File: src/hdl/sbi_pkg.sv
`timescale 1ns / 1ps
`default_nettype none
// ----------------------------------------------------------------------------
// sbi_pkg
// Shared types and constants for the sorted breakpoint table.
// ----------------------------------------------------------------------------
package sbi_pkg;

    // Default table depth
    localparam int SBI_DEPTH_DEFAULT = 64;

    // Field widths
    localparam int SBI_TIME_W  = 32;
    localparam int SBI_VALUE_W = 32;
    localparam int SBI_INDEX_W = 6;
    localparam int SBI_POS_W   = 6;
    localparam int SBI_COUNT_W = 7;
    localparam int SBI_ENTRY_W = SBI_TIME_W + SBI_VALUE_W;

    // Stream word widths (padded to whole bytes)
    localparam int SBI_S_DATA_W = 72;
    localparam int SBI_M_DATA_W = 80;

    // Item modes
    localparam logic MODE_INSERT = 1'b0;
    localparam logic MODE_READ   = 1'b1;

    // Result status codes
    typedef enum logic [2:0] {
        ST_INSERTED = 3'd0,
        ST_REPLACED = 3'd1,
        ST_NEGATIVE = 3'd2,
        ST_FULL     = 3'd3,
        ST_READ     = 3'd4
    } status_t;

    // Controller states
    typedef enum logic [3:0] {
        S_IDLE,
        S_DECODE,
        S_RD_WAIT,
        S_SRCH_RD,
        S_SRCH_CHK,
        S_PLACE,
        S_SHIFT_RD,
        S_SHIFT_WR,
        S_RESULT
    } state_t;

    // Read address select
    typedef enum logic [1:0] {
        RA_IDX,
        RA_SCAN,
        RA_MV
    } rd_sel_t;

    // Write address / data select
    typedef enum logic [1:0] {
        WS_REPL,
        WS_SHIFT,
        WS_INS
    } wr_sel_t;

    // Result position select
    typedef enum logic [1:0] {
        POS_ZERO,
        POS_IDX,
        POS_SCAN_M1,
        POS_SCAN
    } pos_sel_t;

    // Controller to datapath
    typedef struct packed {
        logic     capture;
        logic     ram_rd;
        rd_sel_t  rd_sel;
        logic     ram_wr;
        wr_sel_t  wr_sel;
        logic     scan_load;
        logic     scan_dec;
        logic     mv_load;
        logic     mv_dec;
        logic     cnt_inc;
        logic     res_load;
        status_t  res_status;
        pos_sel_t res_pos;
        logic     res_use_rd;
        logic     out_load;
    } sbi_cmd_t;

    // Datapath to controller
    typedef struct packed {
        logic mode;
        logic negative;
        logic idx_ok;
        logic scan_zero;
        logic cmp_eq;
        logic cmp_lt;
        logic full;
        logic mv_at_slot;
        logic out_free;
    } sbi_stat_t;

endpackage : sbi_pkg
`default_nettype wire

File: src/hdl/sbi_ctrl.sv
`timescale 1ns / 1ps
`default_nettype none
// ----------------------------------------------------------------------------
// sbi_ctrl
// Sequencer for reads, search, replace, shift-up and insert of the table.
// ----------------------------------------------------------------------------
module sbi_ctrl
    import sbi_pkg::*;
(
    input  wire logic      aclk,
    input  wire logic      aresetn,
    input  wire logic      s_tvalid,
    output logic           s_tready,
    input  wire sbi_stat_t stat,
    output sbi_cmd_t       cmd
);

    state_t state_reg, state_next;

    // State register
    always_ff @(posedge aclk) begin
        if (!aresetn) begin
            state_reg <= S_IDLE;
        end else begin
            state_reg <= state_next;
        end
    end

    // Next state and commands
    always_comb begin
        state_next     = state_reg;
        cmd            = '0;
        cmd.rd_sel     = RA_IDX;
        cmd.wr_sel     = WS_REPL;
        cmd.res_status = ST_READ;
        cmd.res_pos    = POS_ZERO;
        s_tready       = 1'b0;

        unique case (state_reg)
            S_IDLE: begin
                s_tready = 1'b1;
                if (s_tvalid) begin
                    cmd.capture = 1'b1;
                    state_next  = S_DECODE;
                end
            end

            S_DECODE: begin
                if (stat.mode == MODE_READ) begin
                    if (stat.idx_ok) begin
                        cmd.ram_rd = 1'b1;
                        cmd.rd_sel = RA_IDX;
                        state_next = S_RD_WAIT;
                    end else begin
                        cmd.res_load   = 1'b1;
                        cmd.res_status = ST_READ;
                        cmd.res_pos    = POS_IDX;
                        state_next     = S_RESULT;
                    end
                end else if (stat.negative) begin
                    cmd.res_load   = 1'b1;
                    cmd.res_status = ST_NEGATIVE;
                    state_next     = S_RESULT;
                end else begin
                    cmd.scan_load = 1'b1;
                    state_next    = S_SRCH_RD;
                end
            end

            S_RD_WAIT: begin
                cmd.res_load   = 1'b1;
                cmd.res_status = ST_READ;
                cmd.res_pos    = POS_IDX;
                cmd.res_use_rd = 1'b1;
                state_next     = S_RESULT;
            end

            // Walk down from the top entry while stored times are larger
            S_SRCH_RD: begin
                if (stat.scan_zero) begin
                    state_next = S_PLACE;
                end else begin
                    cmd.ram_rd = 1'b1;
                    cmd.rd_sel = RA_SCAN;
                    state_next = S_SRCH_CHK;
                end
            end

            S_SRCH_CHK: begin
                if (stat.cmp_eq) begin
                    cmd.ram_wr     = 1'b1;
                    cmd.wr_sel     = WS_REPL;
                    cmd.res_load   = 1'b1;
                    cmd.res_status = ST_REPLACED;
                    cmd.res_pos    = POS_SCAN_M1;
                    state_next     = S_RESULT;
                end else if (stat.cmp_lt) begin
                    state_next = S_PLACE;
                end else begin
                    cmd.scan_dec = 1'b1;
                    state_next   = S_SRCH_RD;
                end
            end

            S_PLACE: begin
                if (stat.full) begin
                    cmd.res_load   = 1'b1;
                    cmd.res_status = ST_FULL;
                    state_next     = S_RESULT;
                end else begin
                    cmd.mv_load = 1'b1;
                    state_next  = S_SHIFT_RD;
                end
            end

            // Move entries above the slot up by one, then write the new pair
            S_SHIFT_RD: begin
                if (stat.mv_at_slot) begin
                    cmd.ram_wr     = 1'b1;
                    cmd.wr_sel     = WS_INS;
                    cmd.cnt_inc    = 1'b1;
                    cmd.res_load   = 1'b1;
                    cmd.res_status = ST_INSERTED;
                    cmd.res_pos    = POS_SCAN;
                    state_next     = S_RESULT;
                end else begin
                    cmd.ram_rd = 1'b1;
                    cmd.rd_sel = RA_MV;
                    state_next = S_SHIFT_WR;
                end
            end

            S_SHIFT_WR: begin
                cmd.ram_wr = 1'b1;
                cmd.wr_sel = WS_SHIFT;
                cmd.mv_dec = 1'b1;
                state_next = S_SHIFT_RD;
            end

            S_RESULT: begin
                if (stat.out_free) begin
                    cmd.out_load = 1'b1;
                    state_next   = S_IDLE;
                end
            end

            default: begin
                state_next = S_IDLE;
            end
        endcase
    end

endmodule : sbi_ctrl
`default_nettype wire

File: config.mk
export PLATFORM = sky130hd
export DESIGN_NAME = sbi_ctrl
export DESIGN_NICKNAME = d
export VERILOG_FILES = /design/src/hdl/sbi_pkg.sv /design/src/hdl/sbi_ctrl.sv
export SDC_FILE = /design/constraint.sdc
export NUM_CORES = 1
export LEC_CHECK = 0
export ABC_AREA = 1
export BUFFER_PORTS_ARGS = -buffer_cell sky130_fd_sc_hd__buf_2
export CORE_AREA = 2 2 39 41
export CTS_BUF_LIST = sky130_fd_sc_hd__clkbuf_8 sky130_fd_sc_hd__clkbuf_16
export CTS_CLUSTER_SIZE = 16
export DETAILED_ROUTE_END_ITERATION = 8
export DIE_AREA = 0 0 41 43
export PLACE_DENSITY = 0.77
export SLEW_MARGIN = 20
export SYNTH_ARGS = -nofsm -noshare
export SYNTH_HDL_FRONTEND = slang
export SYNTH_SLANG_ARGS = --single-unit
File: constraint.sdc
create_clock -name aclk -period 1.7 [get_ports aclk]
set_input_delay 0.34 -clock aclk [delete_from_list [all_inputs] [get_ports aclk]]
set_output_delay 0.34 -clock aclk [all_outputs]
set_load 0.05 [all_outputs]
==> impl_metrics.env <==
export IMPL_run_status="finished, violations left"
export IMPL_violations="negative setup slack"
export IMPL_final_setup_tns_ns=-0.244
export IMPL_cts_root_buf="clkbuf_8"
export IMPL_critical_path_endpoint_type="primary output"
export IMPL_drcViolationCount=0
export IMPL_powerDensity_nw_per_um2=871
export IMPL_grt_ovfl_total=0
export IMPL_total_power_uw=947
export IMPL_synth_nets=111
export IMPL_fin_area_um2=1090
export IMPL_synth_area_leader_cell="dfxtp_1"
export IMPL_dpl_cell_area_um2=823
export IMPL_syn_avg_cell_area_um2=5.60
export IMPL_finClkSkew_ns=0.00382
export IMPL_detail_route_antenna_nets=0
export IMPL_crit_fanout=7
export IMPL_synth_cells=99
export IMPL_gp_congestion=0.806
export IMPL_r2r_cells=8
export IMPL_largest_register_ffs=4
export IMPL_nNetsFinal=156
export IMPL_cts_buffer_depth=2
export IMPL_crit_top_cell="nor2_4"
export IMPL_grt_pass1_wl_mm=2.66
export IMPL_max_freq_mhz=572
export IMPL_cts_sinks=4
export IMPL_worst_path_buf_inv=3
export IMPL_num_vias=751
export IMPL_hold_violations=0
export IMPL_htreeDepth=1
export IMPL_crit_chain="inv_4, nor2_4, nand2_2, nor2_4, inv_2, nand3_2, buf_8"
export IMPL_arrival_ns=1.41
export IMPL_hpwl_mm=1.27
export IMPL_final_common_cell="inv_1"
export IMPL_critical_path_required_ns=1.36
export IMPL_dp_slack_ns=0.0251
export IMPL_placementRows=14
export IMPL_antenna_found_initial=0
export IMPL_p_leak_nw=0.623
export IMPL_port_buffers=32
export IMPL_firstDrtPassIters=4
export IMPL_area_growth_pct=96.2
export IMPL_synthTopCellsByArea="dfxtp_1 14%, inv_1 13%, nand2_1 13%, nor2_1 9.5%, nand3_1 8.1%"
export IMPL_crit_type="register to primary output"
export IMPL_slew_headroom_pct=84.9
export IMPL_wl_mm=1.79
export IMPL_synth_top_area_share_pct=14.4
export IMPL_cts_buffers=3
export IMPL_report_final_setup_viol=7
export IMPL_slowest_delay_ns=0.37
export IMPL_n_antenna_cell=0
export IMPL_ys_warn_count=0
export IMPL_clk_latency_ns=0.22
export IMPL_maxCapViolCount=0
export IMPL_coreArea_um2=1380
export IMPL_grt_pass1_vias=666
export IMPL_start_util_pct=40.1
export IMPL_hold_depth=3
export IMPL_cts_tree="done"
export IMPL_io_pins=33
export IMPL_worst_pin_slew_ns=0.224
export IMPL_yosys_cell_types_count=20
export IMPL_cp_start_kind="register"
export IMPL_drt_iter0_markers=13
export IMPL_worst_slack_ns=-0.0473
export IMPL_min_period_over_period_pct=103
export IMPL_finish_utilization_pct=78.6
export IMPL_min_path_type="primary input to register"
export IMPL_synth_seq_cells=4
export IMPL_clk_pin_slew_worst_paths_ns=0.03
export IMPL_wl_per_cell_um=11.3
export IMPL_die_h_um=43
export IMPL_yosysSeqAreaShare_pct=14.4
export IMPL_crit_slowest_cell="dfxtp_4"
export IMPL_critPathTopFamily="simple AND/OR/NAND/NOR gates"
export IMPL_syn_area_um2=554
export IMPL_vdd_drop_max_uv=882
export IMPL_grt_util_all_layers_pct=22.4
export IMPL_detail_route_vias_per_cell=4.75
export IMPL_final_layout_size_suffix_gt1_share_pct=64.1
export IMPL_worstSetupPathDepth=7
export IMPL_layout_common_cells="17 x inv_1, 16 x buf_2, 15 x nand2_1, 11 x nor2_1, 11 x buf_4"
export IMPL_die_area_um2=1760
export IMPL_rsz0062_at_grt="true"
export IMPL_grt_max_degree=8
export IMPL_die_x_um=41
export IMPL_drv_slew=0
export IMPL_layout_min_cycle_time_ns=1.75
-- routing by layer --
layer	wire [µm]	track usage, %
met2	958	36.6
met5	0	0
met1	658	23.5
met3	115	5.76
met4	57	14.7
-- power breakdown --
| group | switching [mW] | internal [mW] | total [mW] |
|---|---|---|---|
| combinational | 0.399 | 0.212 | 0.611 |
| sequential | 0.0290 | 0.113 | 0.142 |
| clock | 0.0445 | 0.150 | 0.195 |
| total | 0.472 | 0.475 | 0.947 |
-- what timing repair did --
| item | CTS | global route |
|---|---|---|
| buffers inserted | 3 | 4 |
| hold buffers | 0 | 0 |
| gates resized for setup | 28 | 31 |
| endpoints found under the setup margin | 14 | 16 |
| pin swaps | 7 | 8 |
-- final cells by class --
type	count	area, µm²
clock buffer	3	41.3
fill	89	297
inverter	25	98.8
multi-input combinational	69	508
sequential	4	95.1
tap	16	20.0
timing repair buffer	41	324
-- path summary, 6_finish.rpt --
check,startpoint,end,slack [ns]
hold reg to reg,state_reg[3],state_reg[3],0.71
setup reg to reg,state_reg[0],state_reg[1],0.44
setup / recovery,state_reg[2],cmd[15],-0.05
hold / removal,aresetn,state_reg[3],0.32
-- through the flow --
stage / hold WS, ns / std cells
after detailed placement: 0.541 / 148
after global routing: 0.359 / 158
after global placement: 0.541 / 148
after CTS: 0.318 / 154
final: 0.319 / 158
after floorplan: 0.438 / 99
-- logic make-up (layout without fill, tap and decap cells) --
group,Yosys count,count (layout),synth area share [%]
flip-flops,4,4,14.4
AO/OA/AOI/OAI,5,5,5.64
buffers and inverters,26,69,18.3
AND/OR/NAND/NOR,64,64,61.6
-- worst min-delay path, stage by stage --
cell and delay (ns):
buf_2 0.08, nand2_1 0.04, inv_1 0.04
-- synthesized netlist by cell type --
cell	count
inv_1	19
o31ai_1	1
inv_2	6
nand2_1	19
nand2_2	3
nand2_4	1
nor2_1	14
nor2_4	4
buf_4	1
nor3_1	1
nand4_1	1
nand3_1	9
nor2_2	7
nor3_2	1
dfxtp_1	4
nand3_2	2
o221ai_1	1
or2_2	1
o21ai_0	3
nor4_1	1
(Power assumes the default switching activity.)
